File: src/hw/rtl/dtod_pkg.sv
package dtod_pkg;

  // Field widths fixed by the item format
  localparam int OFF_W   = 32;
  localparam int SEND_W  = 31;
  localparam int CNT_W   = 16;
  localparam int THR_W   = 26;
  localparam int USAGE_W = 2;
  localparam int MUL_W   = 32;
  localparam int DIFF_W  = 26;
  localparam int E_W     = 17;
  localparam int RATE_W  = 20;
  localparam int Q_W     = 30;
  localparam int Z_W     = 39;

  // Usage classes
  localparam logic [USAGE_W-1:0] USAGE_NORMAL = 2'd0;
  localparam logic [USAGE_W-1:0] USAGE_OVER   = 2'd1;
  localparam logic [USAGE_W-1:0] USAGE_UNDER  = 2'd2;

  // Threshold limits, Q10.16 ms
  localparam logic [THR_W-1:0] THR_RESET = 26'd819200;
  localparam logic [THR_W-1:0] THR_MIN   = 26'd393216;
  localparam logic [THR_W-1:0] THR_MAX   = 26'd39321600;
  // Spike margin, 15 ms
  localparam logic [20:0]      ADAPT_MARGIN = 21'd983040;
  // Over-use timer limit, 10 ms
  localparam logic [31:0]      OVER_TIME_LIMIT = 32'd655360;

  // Adaptation rates, Q0.24
  localparam logic [RATE_W-1:0] RATE_DOWN = 20'd654311;
  localparam logic [RATE_W-1:0] RATE_UP   = 20'd145962;
  localparam logic [E_W-1:0]    MAX_ELAPSED_US = 17'd100000;

  // Divide by 1000 on z: q0 = ((z >> 9) * floor(0.512 * 2^32)) >> 32, then one fix-up
  localparam logic [MUL_W-1:0] RECIP_1000 = 32'd2199023255;
  localparam logic [9:0]       DIV_CONST  = 10'd1000;

  // Sample data seen by the overuse detector
  typedef struct packed {
    logic                     above;
    logic                     below;
    logic signed [OFF_W-1:0]  offset;
    logic [SEND_W-1:0]        send;
  } det_in_t;

endpackage

File: src/hw/rtl/dtod_mul.sv
module dtod_mul import dtod_pkg::*; (
  input  logic                 clk,
  input  logic [MUL_W-1:0]     a,
  input  logic [MUL_W-1:0]     b,
  output logic [2*MUL_W-1:0]   prod
);

  logic [2*MUL_W-1:0] prod_r;

  // Shared unsigned multiplier, one product per cycle, registered
  always_ff @(posedge clk) begin
    prod_r <= a * b;
  end

  assign prod = prod_r;

endmodule

File: src/hw/rtl/dtod_detect.sv
module dtod_detect import dtod_pkg::*; (
  input  logic                clk,
  input  logic                rst_n,
  input  logic                upd,
  input  det_in_t             det,
  output logic [USAGE_W-1:0]  usage
);

  logic                     ot_valid_r;
  logic [31:0]              ot_ms_r;
  logic [15:0]              ocount_r;
  logic signed [OFF_W-1:0]  prev_off_r;
  logic [USAGE_W-1:0]       usage_r;

  logic [32:0]              ot_sum;
  logic [31:0]              ot_nxt;
  logic [15:0]              cnt_nxt;
  logic                     fire;

  // Timer and count advance while above threshold
  always_comb begin
    ot_sum  = {1'b0, ot_ms_r} + {2'b0, det.send};
    if (!ot_valid_r) begin
      ot_nxt = {2'b0, det.send[SEND_W-1:1]};
    end else if (ot_sum[32]) begin
      ot_nxt = 32'hFFFF_FFFF;
    end else begin
      ot_nxt = ot_sum[31:0];
    end
    cnt_nxt = (ocount_r == 16'hFFFF) ? ocount_r : ocount_r + 16'd1;
    fire    = (ot_nxt > OVER_TIME_LIMIT) && (cnt_nxt > 16'd1) && (det.offset >= prev_off_r);
  end

  always_ff @(posedge clk) begin
    if (!rst_n) begin
      ot_valid_r <= 1'b0;
      ot_ms_r    <= '0;
      ocount_r   <= '0;
      prev_off_r <= '0;
      usage_r    <= USAGE_NORMAL;
    end else if (upd) begin
      if (det.above) begin
        ot_valid_r <= 1'b1;
        if (fire) begin
          ot_ms_r  <= '0;
          ocount_r <= '0;
          usage_r  <= USAGE_OVER;
        end else begin
          ot_ms_r  <= ot_nxt;
          ocount_r <= cnt_nxt;
        end
      end else begin
        ot_valid_r <= 1'b0;
        ot_ms_r    <= '0;
        ocount_r   <= '0;
        usage_r    <= det.below ? USAGE_UNDER : USAGE_NORMAL;
      end
      prev_off_r <= det.offset;
    end
  end

  assign usage = usage_r;

endmodule

File: src/hw/rtl/delay_trend_overuse_detector_unit.sv
// Delay-trend overuse detector with adaptive threshold. Each input item
// (offset, send gap, delta count, arrival time in us) yields one result item:
// the usage class (normal, overusing, underusing) and the threshold after
// the sample. An item with fewer than two deltas, or a spike sample, goes from
// accept through the classify state to the result; a normal sample runs the
// full sequence of six products through the single shared 32x32 multiplier
// (scaled offset, gap times elapsed time, two halves of the rate product,
// reciprocal estimate of the divide by 1000 and its back-multiply). The input
// is not ready while an item is in work. A finished result sits in an output
// register, so the next item may be taken before it is read. After reset the
// block loads the threshold from cfg_r, which reset sets to THR_RESET; a value
// written by cfg_we is lost at the next reset and never reaches the threshold.
module delay_trend_overuse_detector_unit import dtod_pkg::*; #(
  parameter int MAX_DELTA_SCALE = 60,
  parameter int STAMP_BITS      = 48
) (
  input  logic                                         clk,
  input  logic                                         rst_n,
  // offset_ms[31:0], send_delta_ms[62:32], delta_count[78:63], now_us[79+:STAMP_BITS]
  input  logic [((79+STAMP_BITS+7)/8)*8-1:0]           in_tdata,
  input  logic                                         in_tvalid,
  output logic                                         in_tready,
  // usage[1:0], threshold_now[27:2]
  output logic [31:0]                                  out_tdata,
  output logic                                         out_tvalid,
  input  logic                                         out_tready,
  input  logic                                         cfg_we,
  input  logic [THR_W-1:0]                             cfg_wdata
);

  localparam int SCALE_W = $clog2(MAX_DELTA_SCALE + 1);
  localparam int MAG_W   = 31 + SCALE_W;

  // Sequencer states
  localparam logic [3:0] ST_IDLE  = 4'd0;
  localparam logic [3:0] ST_CLASS = 4'd1;
  localparam logic [3:0] ST_DE    = 4'd2;
  localparam logic [3:0] ST_RL    = 4'd3;
  localparam logic [3:0] ST_RH    = 4'd4;
  localparam logic [3:0] ST_SUM   = 4'd5;
  localparam logic [3:0] ST_Q     = 4'd6;
  localparam logic [3:0] ST_Q0    = 4'd7;
  localparam logic [3:0] ST_COR   = 4'd8;
  localparam logic [3:0] ST_APPLY = 4'd9;
  localparam logic [3:0] ST_OUT   = 4'd10;

  // Input fields
  logic signed [OFF_W-1:0]  in_offset;
  logic [SEND_W-1:0]        in_send;
  logic [CNT_W-1:0]         in_count;
  logic [STAMP_BITS-1:0]    in_now;

  assign in_offset = in_tdata[31:0];
  assign in_send   = in_tdata[62:32];
  assign in_count  = in_tdata[78:63];
  assign in_now    = in_tdata[79 +: STAMP_BITS];

  logic [3:0]               state_r;
  logic [3:0]               state_nxt;
  logic                     load_r;
  logic [THR_W-1:0]         cfg_r;
  logic [THR_W-1:0]         thr_r;
  logic                     out_tvalid_r;
  logic [31:0]              out_tdata_r;

  // Latched sample
  logic                     neg_r;
  logic                     few_r;
  logic signed [OFF_W-1:0]  off_r;
  logic [SEND_W-1:0]        send_r;
  logic [STAMP_BITS-1:0]    now_r;

  // Stamp state
  logic                     stamp_valid_r;
  logic [STAMP_BITS-1:0]    last_r;

  // Adaptation datapath registers
  logic [DIFF_W-1:0]        diff_r;
  logic [E_W-1:0]           e_r;
  logic                     down_r;
  logic [26:0]              p1h_r;
  logic [35:0]              lo_r;
  logic [Z_W-1:0]           z_r;
  logic [Q_W-1:0]           q0_r;
  logic [Q_W-1:0]           q_r;

  // Multiplier
  logic [MUL_W-1:0]         mul_a;
  logic [MUL_W-1:0]         mul_b;
  logic [2*MUL_W-1:0]       prod;

  // Detector
  det_in_t                  det;
  logic                     det_upd;
  logic [USAGE_W-1:0]       usage;

  // Classification wires
  logic [SCALE_W-1:0]       scale;
  logic [OFF_W-1:0]         abs_off;
  logic [MAG_W-1:0]         mag;
  logic [MAG_W-1:0]         thr_ext;
  logic                     mag_gt;
  logic                     mag_lt;
  logic                     spike;
  logic [DIFF_W-1:0]        diff;
  logic [STAMP_BITS-1:0]    last_eff;
  logic [STAMP_BITS-1:0]    el_raw;
  logic [E_W-1:0]           el;
  logic [RATE_W-1:0]        rate;
  logic [63:0]              x_sum;
  logic [Z_W-1:0]           rem;
  logic [30:0]              up_sum;
  logic [THR_W-1:0]         thr_new;

  assign in_tready  = (state_r == ST_IDLE) && !load_r;
  assign out_tvalid = out_tvalid_r;
  assign out_tdata  = out_tdata_r;

  // Scale and magnitude of the offset
  always_comb begin
    if (in_count < CNT_W'(MAX_DELTA_SCALE)) begin
      scale = in_count[SCALE_W-1:0];
    end else begin
      scale = SCALE_W'(MAX_DELTA_SCALE);
    end
    abs_off = in_offset[OFF_W-1] ? (~in_offset + 32'd1) : in_offset;
  end

  // Compare scaled offset with threshold, elapsed time since last stamp
  always_comb begin
    mag     = prod[MAG_W-1:0];
    thr_ext = {{(MAG_W-THR_W){1'b0}}, thr_r};
    mag_gt  = mag > thr_ext;
    mag_lt  = mag < thr_ext;
    spike   = mag > ({{(MAG_W-THR_W){1'b0}}, thr_r} + {{(MAG_W-21){1'b0}}, ADAPT_MARGIN});
    if (mag_lt) begin
      diff = thr_r - mag[DIFF_W-1:0];
    end else begin
      diff = mag[DIFF_W-1:0] - thr_r;
    end
    last_eff = stamp_valid_r ? last_r : now_r;
    el_raw   = (now_r >= last_eff) ? (now_r - last_eff) : '0;
    if (el_raw > {{(STAMP_BITS-E_W){1'b0}}, MAX_ELAPSED_US}) begin
      el = MAX_ELAPSED_US;
    end else begin
      el = el_raw[E_W-1:0];
    end
  end

  assign det.above = !neg_r && mag_gt;
  assign det.below = neg_r && mag_gt;
  assign det.offset = off_r;
  assign det.send  = send_r;
  assign det_upd   = (state_r == ST_CLASS) && !few_r;

  assign rate = down_r ? RATE_DOWN : RATE_UP;

  // Recombine rate product halves, remainder of the divide, threshold step
  always_comb begin
    x_sum  = {prod[47:0], 16'b0} + {28'b0, lo_r};
    rem    = z_r - prod[Z_W-1:0];
    up_sum = {5'b0, thr_r} + {1'b0, q_r};
    if (!down_r) begin
      thr_new = (up_sum > {5'b0, THR_MAX}) ? THR_MAX : up_sum[THR_W-1:0];
    end else if ({5'b0, thr_r} < ({1'b0, q_r} + {5'b0, THR_MIN})) begin
      thr_new = THR_MIN;
    end else begin
      thr_new = thr_r - q_r[THR_W-1:0];
    end
  end

  // Multiplier operand select
  always_comb begin
    case (state_r)
      ST_IDLE: begin
        mul_a = abs_off;
        mul_b = {{(MUL_W-SCALE_W){1'b0}}, scale};
      end
      ST_DE: begin
        mul_a = {{(MUL_W-DIFF_W){1'b0}}, diff_r};
        mul_b = {{(MUL_W-E_W){1'b0}}, e_r};
      end
      ST_RL: begin
        mul_a = {16'b0, prod[15:0]};
        mul_b = {{(MUL_W-RATE_W){1'b0}}, rate};
      end
      ST_RH: begin
        mul_a = {5'b0, p1h_r};
        mul_b = {{(MUL_W-RATE_W){1'b0}}, rate};
      end
      ST_Q: begin
        mul_a = {2'b0, z_r[Z_W-1:9]};
        mul_b = RECIP_1000;
      end
      ST_Q0: begin
        mul_a = {2'b0, prod[61:32]};
        mul_b = {22'b0, DIV_CONST};
      end
      default: begin
        mul_a = '0;
        mul_b = '0;
      end
    endcase
  end

  // Next state
  always_comb begin
    state_nxt = state_r;
    case (state_r)
      ST_IDLE:  if (in_tvalid && in_tready) state_nxt = ST_CLASS;
      ST_CLASS: begin
        if (few_r || spike) begin
          state_nxt = ST_OUT;
        end else begin
          state_nxt = ST_DE;
        end
      end
      ST_DE:    state_nxt = ST_RL;
      ST_RL:    state_nxt = ST_RH;
      ST_RH:    state_nxt = ST_SUM;
      ST_SUM:   state_nxt = ST_Q;
      ST_Q:     state_nxt = ST_Q0;
      ST_Q0:    state_nxt = ST_COR;
      ST_COR:   state_nxt = ST_APPLY;
      ST_APPLY: state_nxt = ST_OUT;
      ST_OUT:   if (!out_tvalid_r || out_tready) state_nxt = ST_IDLE;
      default:  state_nxt = ST_IDLE;
    endcase
  end

  // Control state
  always_ff @(posedge clk) begin
    if (!rst_n) begin
      state_r       <= ST_IDLE;
      load_r        <= 1'b1;
      cfg_r         <= THR_RESET;
      thr_r         <= THR_RESET;
      out_tvalid_r  <= 1'b0;
      stamp_valid_r <= 1'b0;
      last_r        <= '0;
    end else begin
      state_r <= state_nxt;
      if (cfg_we) begin
        cfg_r <= cfg_wdata;
      end
      if (load_r) begin
        thr_r  <= cfg_r;
        load_r <= 1'b0;
      end else if (state_r == ST_APPLY) begin
        thr_r <= thr_new;
      end
      if ((state_r == ST_CLASS) && !few_r) begin
        stamp_valid_r <= 1'b1;
        last_r        <= now_r;
      end
      // new result loads when none is held or as the held one leaves
      if ((state_r == ST_OUT) && (!out_tvalid_r || out_tready)) begin
        out_tvalid_r <= 1'b1;
      end else if (out_tvalid_r && out_tready) begin
        out_tvalid_r <= 1'b0;
      end
    end
  end

  // Datapath registers
  always_ff @(posedge clk) begin
    case (state_r)
      ST_IDLE: begin
        neg_r  <= in_offset[OFF_W-1];
        few_r  <= in_count < 16'd2;
        off_r  <= in_offset;
        send_r <= in_send;
        now_r  <= in_now;
      end
      ST_CLASS: begin
        diff_r <= diff;
        e_r    <= el;
        down_r <= mag_lt;
      end
      ST_RL:  p1h_r <= prod[42:16];
      ST_RH:  lo_r  <= prod[35:0];
      ST_SUM: z_r   <= x_sum[62:24];
      ST_Q0:  q0_r  <= prod[61:32];
      ST_COR: q_r   <= q0_r + {{(Q_W-1){1'b0}}, (rem >= 39'd1000)};
      ST_OUT: begin
        // held result stays until taken
        if (!out_tvalid_r || out_tready) begin
          out_tdata_r <= {4'b0, thr_r, (few_r ? USAGE_NORMAL : usage)};
        end
      end
      default: begin
      end
    endcase
  end

  dtod_mul u_mul (
    .clk  (clk),
    .a    (mul_a),
    .b    (mul_b),
    .prod (prod)
  );

  dtod_detect u_detect (
    .clk   (clk),
    .rst_n (rst_n),
    .upd   (det_upd),
    .det   (det),
    .usage (usage)
  );

endmodule

File: config.mk
export PLATFORM = sky130hd
export DESIGN_NAME = delay_trend_overuse_detector_unit
export DESIGN_NICKNAME = d
export VERILOG_FILES = /design/src/hw/rtl/dtod_pkg.sv /design/src/hw/rtl/dtod_mul.sv /design/src/hw/rtl/dtod_detect.sv /design/src/hw/rtl/delay_trend_overuse_detector_unit.sv
export SDC_FILE = /design/constraint.sdc
export NUM_CORES = 2
export LEC_CHECK = 0
export ABC_AREA = 0
export BUFFER_PORTS_ARGS = -buffer_cell sky130_fd_sc_hd__buf_4
export CORE_UTILIZATION = 55
export DETAILED_ROUTE_END_ITERATION = 8
export HOLD_SLACK_MARGIN = 0.05
export PLACE_DENSITY = 0.72
export SYNTH_ARGS = -nofsm -noshare
export SYNTH_HDL_FRONTEND = slang
export SYNTH_SLANG_ARGS = --single-unit
File: constraint.sdc
create_clock -name clk -period 22.8 [get_ports clk]
set_clock_uncertainty 0.15 [all_clocks]
set_input_delay 3.42 -clock clk [delete_from_list [all_inputs] [get_ports clk]]
set_output_delay 3.42 -clock clk [all_outputs]
set_load 0.01 [all_outputs]
==> impl_summary.txt <==
----------------------------------------------------
[Timing]
  Count of pins over their slew limit ... 0
  Max-Slew Margin vs Limit ... 0.185
  Total Negative Setup Slacks ... 0 ps
  Unrepaired setup endpoints after global routing ... false
  Smallest hold slack ... 281 ps
  Fraction of the cycle the final worst path needs ... 0.660
  Total setup violations reported at the end of the flow ... 0
  Measured slew at the worst slew-check pin ... 1220 ps
  Post-layout worst setup margin ... 7750 ps
  Final Hold Fails ... 0
  Final critical-path required period ... 15,050 ps
  Fmax achieved ... 0.0664 GHz

[Power and ir drop]
  Leakage power summed over all cells ... 31.5 nW
  Total power per unit cell area ... 139 nW/um2
  Worst IR Drop VDD ... 0.205 mV

[Yosys]
  Leading cell types by total area after synthesis ... sky130_fd_sc_hd__fa_1 (20%), sky130_fd_sc_hd__edfxtp_1 (16%), sky130_fd_sc_hd__ha_1 (13%)
  Leading area contributor after synthesis ... sky130_fd_sc_hd__fa_1
  Predominant post-synthesis flop cell ... sky130_fd_sc_hd__edfxtp_1
  Per-instance average area after synthesis ... 8.93 um2
  Async SR Flop Fraction ... 0
  Fraction of the yosys area taken by sequential cells ... 0.239
  Area of the mapped netlist ... 62,600 um2
  Cell count after synthesis ... 7,009
  Top-area cell type share of the netlist area ... 0.198
  Synthesis Warnings ... 0
  Yosys cell types ... 87
  Count leader, synth ... sky130_fd_sc_hd__inv_1
  Synth top cells by count ... sky130_fd_sc_hd__inv_1 (1,087), sky130_fd_sc_hd__ha_1 (670), sky130_fd_sc_hd__nand2_1 (640)
  Total of flip-flops plus latches after synthesis ... 582
  Number of flops mapped to enable cells by yosys ... 330

[Clocking]
  Total CTS buffers ... 69
  Clk_lat worst skew ... 660 ps
  Buffer depth of the longest clock path ... 3
  Count of hold-fix buffers inserted at cts ... 0
  H-tree levels ... 3
  CTS clk-pin slew, worst paths ... 60 ps
  TritonCTS clock tree ... yes
  Number of gates resized after cts ... 0
  Sink Count ... 582
  Root buffer cell ... sky130_fd_sc_hd__clkbuf_16
  Number of buffers inserted to repair setup after CTS ... 0

[GRT]
  GRT met2 Usage ... 0.536
  Met3 track demand over resource in global routing ... 0.0589
  Number of antenna violations at the first check in global routing ... 8
  Global-route wire length before repair ... 292,000 um
  Total Routing Usage GR ... 0.327
  Pin count of the biggest net entering global routing ... 87
  Remaining global-route overflow ... 0
  Most heavily used metal layer in global routing ... met2
  Vias in the first global route ... 51,456
  Met1 capacity usage during global routing ... 0.417

[Critical path]
  Startpoint of the most critical register-to-register path ... state_r[0]
  Worst path arrival time ... 15,430 ps
  Library cell contributing the largest single delay on the critical path ... sky130_fd_sc_hd__nor2_1
  Type of element capturing the critical path ... flop
  Highest cell delay on the worst timing path ... 860 ps
  Most frequent cell on the critical path ... sky130_fd_sc_hd__fa_1
  R2R depth ... 31
  Critical path type ... in -> reg
  Critical path startpoint category ... primary input
  Worst reg-to-reg setup slack ... 10,590 ps
  Crit Reg-Reg Endpoint ... u_mul.prod[52]
  Data required time at the worst endpoint ... 23,180 ps
  Largest fanout on the critical path ... 10

[Placement]
  IO buf count ... 187
  RePlAce Congestion ... 1.00
  HPWL after detailed placement ... 150,000 um
  Number of placed instances, taps included ... 8,539
  Dpl ws ... 7440 ps

[Floorplanning]
  Full die area ... 115,000 um2
  Die outline width ... 339 um
  Height of the die ... 339 um
  Row Count ... 123
  Count of pins on the block boundary ... 193
  Initial standard-cell utilization of the core ... 0.555
  Std-Cell Core Area ... 113,000 um2

[Final layout]
  Area growth from synthesis to layout ... 8.58%
  Number of fillers in the final layout ... 9,762
  Post-route non-filler standard cell count ... 8,667
  Fraction of final layout cells with drive strength greater than 1 ... 0.0646
  Area used by multi-input combinational logic ... 42,700 um2
  Nets ... 8,559
  Area occupied by registers ... 15,000 um2

[Route]
  Via density per instance ... 5.97
  Initial DRT Pass Iterations ... 6
  Routed wire length ... 189,000 um
  Number of remaining DRC errors ... 0
  Routed wire length per instance ... 21.8 um
  ANT nets after route ... 0
  Via count ... 51,761
  Detailed router's first-iteration violation count ... 4,403

[Worst hold path]
  Worst hold path cell count ... 0
  Worst min-delay path startpoint ... u_mul.prod[58]
  Hold Path Class ... reg -> reg
  Capture endpoint of the worst hold path ... q0_r[26]

[Outcome]
  Run status ... completed

[Job]
  Max capacitance violation total ... 0

----------------------------------------------------
stage by stage:
step,util,power (mW),cell area (um2)
after floorplan,-,6.34,62800
after global placement,0.583,8.17,65700
after detailed placement,0.583,8.25,65700
after CTS,0.603,9.41,67900
after global routing,0.603,10.3,67900
final,0.603,9.45,67900
where the power goes:
group | total [mW] | leakage, nW | switching [mW] | internal (mW)
Sequential | 1.60 | 5.18 | 0.208 | 1.40
Clock | 1.11 | 1.09 | 0.477 | 0.632
Combinational | 6.74 | 25.2 | 4.15 | 2.58
Total | 9.45 | 31.5 | 4.84 | 4.61
cells by family (layout without fill, tap and decap cells):
family / Yosys count / in the layout / share of synthesized area
other: 2 / 51 / 0.000120
AO/OA/AOI/OAI: 1379 / 1379 / 0.143
adder cells (fa/ha/maj): 1290 / 1290 / 0.332
flip-flops: 582 / 582 / 0.239
multiplexers: 100 / 100 / 0.0161
XOR/XNOR: 300 / 300 / 0.0420
buffers and inverters: 1379 / 1488 / 0.0833
AND/OR/NAND/NOR: 1977 / 1977 / 0.144
sequential cells by signal, indices dropped and copies added, names as in the netlist, 17 cells and up:
register             count
send_r                  31
q0_r                    30
now_r                   48
z_r                     39
u_mul.prod              62
thr_r                   26
p1h_r                   27
e_r                     17
u_detect.ot_ms_r        32
off_r                   31
cfg_r                   26
out_tdata               28
diff_r                  26
last_r                  48
u_detect.prev_off_r     32
q_r                     30
lo_r                    20
worst max-delay path: cells and delay by family:
kind | cells | cell delay (ps)
AO/OA/AOI/OAI | 6 | 2110
AND/OR/NAND/NOR | 13 | 3990
adder cells (fa/ha/maj) | 9 | 4610
XOR/XNOR | 2 | 890
buffers and inverters | 5 | 370
layer usage:
| metal | routed length (um) | part of all wire |
|---|---|---|
| met1 | 74400 | 0.39 |
| met3 | 16300 | 0.086 |
| met2 | 88300 | 0.47 |
| met4 | 10200 | 0.054 |
| met5 | 34 | 0.00018 |
placed cells by master (no fill, tap or decap), types with 17 or more instances in the layout:
cell                        instances
sky130_fd_sc_hd__inv_1           1086
sky130_fd_sc_hd__ha_1             670
sky130_fd_sc_hd__nand2_1          639
sky130_fd_sc_hd__nor2_1           631
sky130_fd_sc_hd__fa_1             620
sky130_fd_sc_hd__a21oi_1          461
sky130_fd_sc_hd__edfxtp_1         330
sky130_fd_sc_hd__buf_4            272
sky130_fd_sc_hd__dfxtp_1          251
sky130_fd_sc_hd__o21ai_0          225
sky130_fd_sc_hd__xnor2_1          196
sky130_fd_sc_hd__a21o_1           145
sky130_fd_sc_hd__nand3_1          111
sky130_fd_sc_hd__xor2_1           104
sky130_fd_sc_hd__nor3_1            98
sky130_fd_sc_hd__mux2i_1           96
sky130_fd_sc_hd__nand2b_1          84
sky130_fd_sc_hd__clkbuf_16         72
sky130_fd_sc_hd__nand4_1           69
sky130_fd_sc_hd__and2_1            65
sky130_fd_sc_hd__nor2b_1           59
sky130_fd_sc_hd__a31oi_1           53
sky130_fd_sc_hd__conb_1            49
sky130_fd_sc_hd__a211oi_1          45
sky130_fd_sc_hd__o211ai_1          44
sky130_fd_sc_hd__o21bai_1          43
sky130_fd_sc_hd__o21a_1            42
sky130_fd_sc_hd__and3_1            41
sky130_fd_sc_hd__nor4_1            34
sky130_fd_sc_hd__or2_2             31
sky130_fd_sc_hd__o2111ai_1         30
sky130_fd_sc_hd__o31ai_1           29
sky130_fd_sc_hd__or3_1             28
sky130_fd_sc_hd__a22oi_1           27
sky130_fd_sc_hd__a221oi_1          25
sky130_fd_sc_hd__a2111oi_0         20
sky130_fd_sc_hd__o211a_1           19
sky130_fd_sc_hd__or4_1             19
sky130_fd_sc_hd__o22ai_1           17
worst max-delay path by stage:
stage	end	depth (start not counted)	slack, ps	startpoint
after floorplan	u_mul.prod[47]	35	9900	in_tdata[9]
after global placement	u_mul.prod[61]	35	7620	in_tdata[9]
after detailed placement	u_mul.prod[61]	35	7440	in_tdata[9]
after CTS	u_mul.prod[61]	35	8090	in_tdata[9]
after global routing	u_mul.prod[56]	35	7450	in_tdata[9]
final	u_mul.prod[47]	35	7750	in_tdata[9]
cell type report:
type | instances | area share
sequential | 582 | 0.220
clock inverter | 36 | 0.00464
clock buffer | 90 | 0.0281
timing repair buffer | 272 | 0.0301
multi-input combinational | 5095 | 0.629
tap | 1500 | 0.0276
antenna | 2 | 0.0000737
inverter | 1090 | 0.0604
Power figures use the tool's default switching activity.
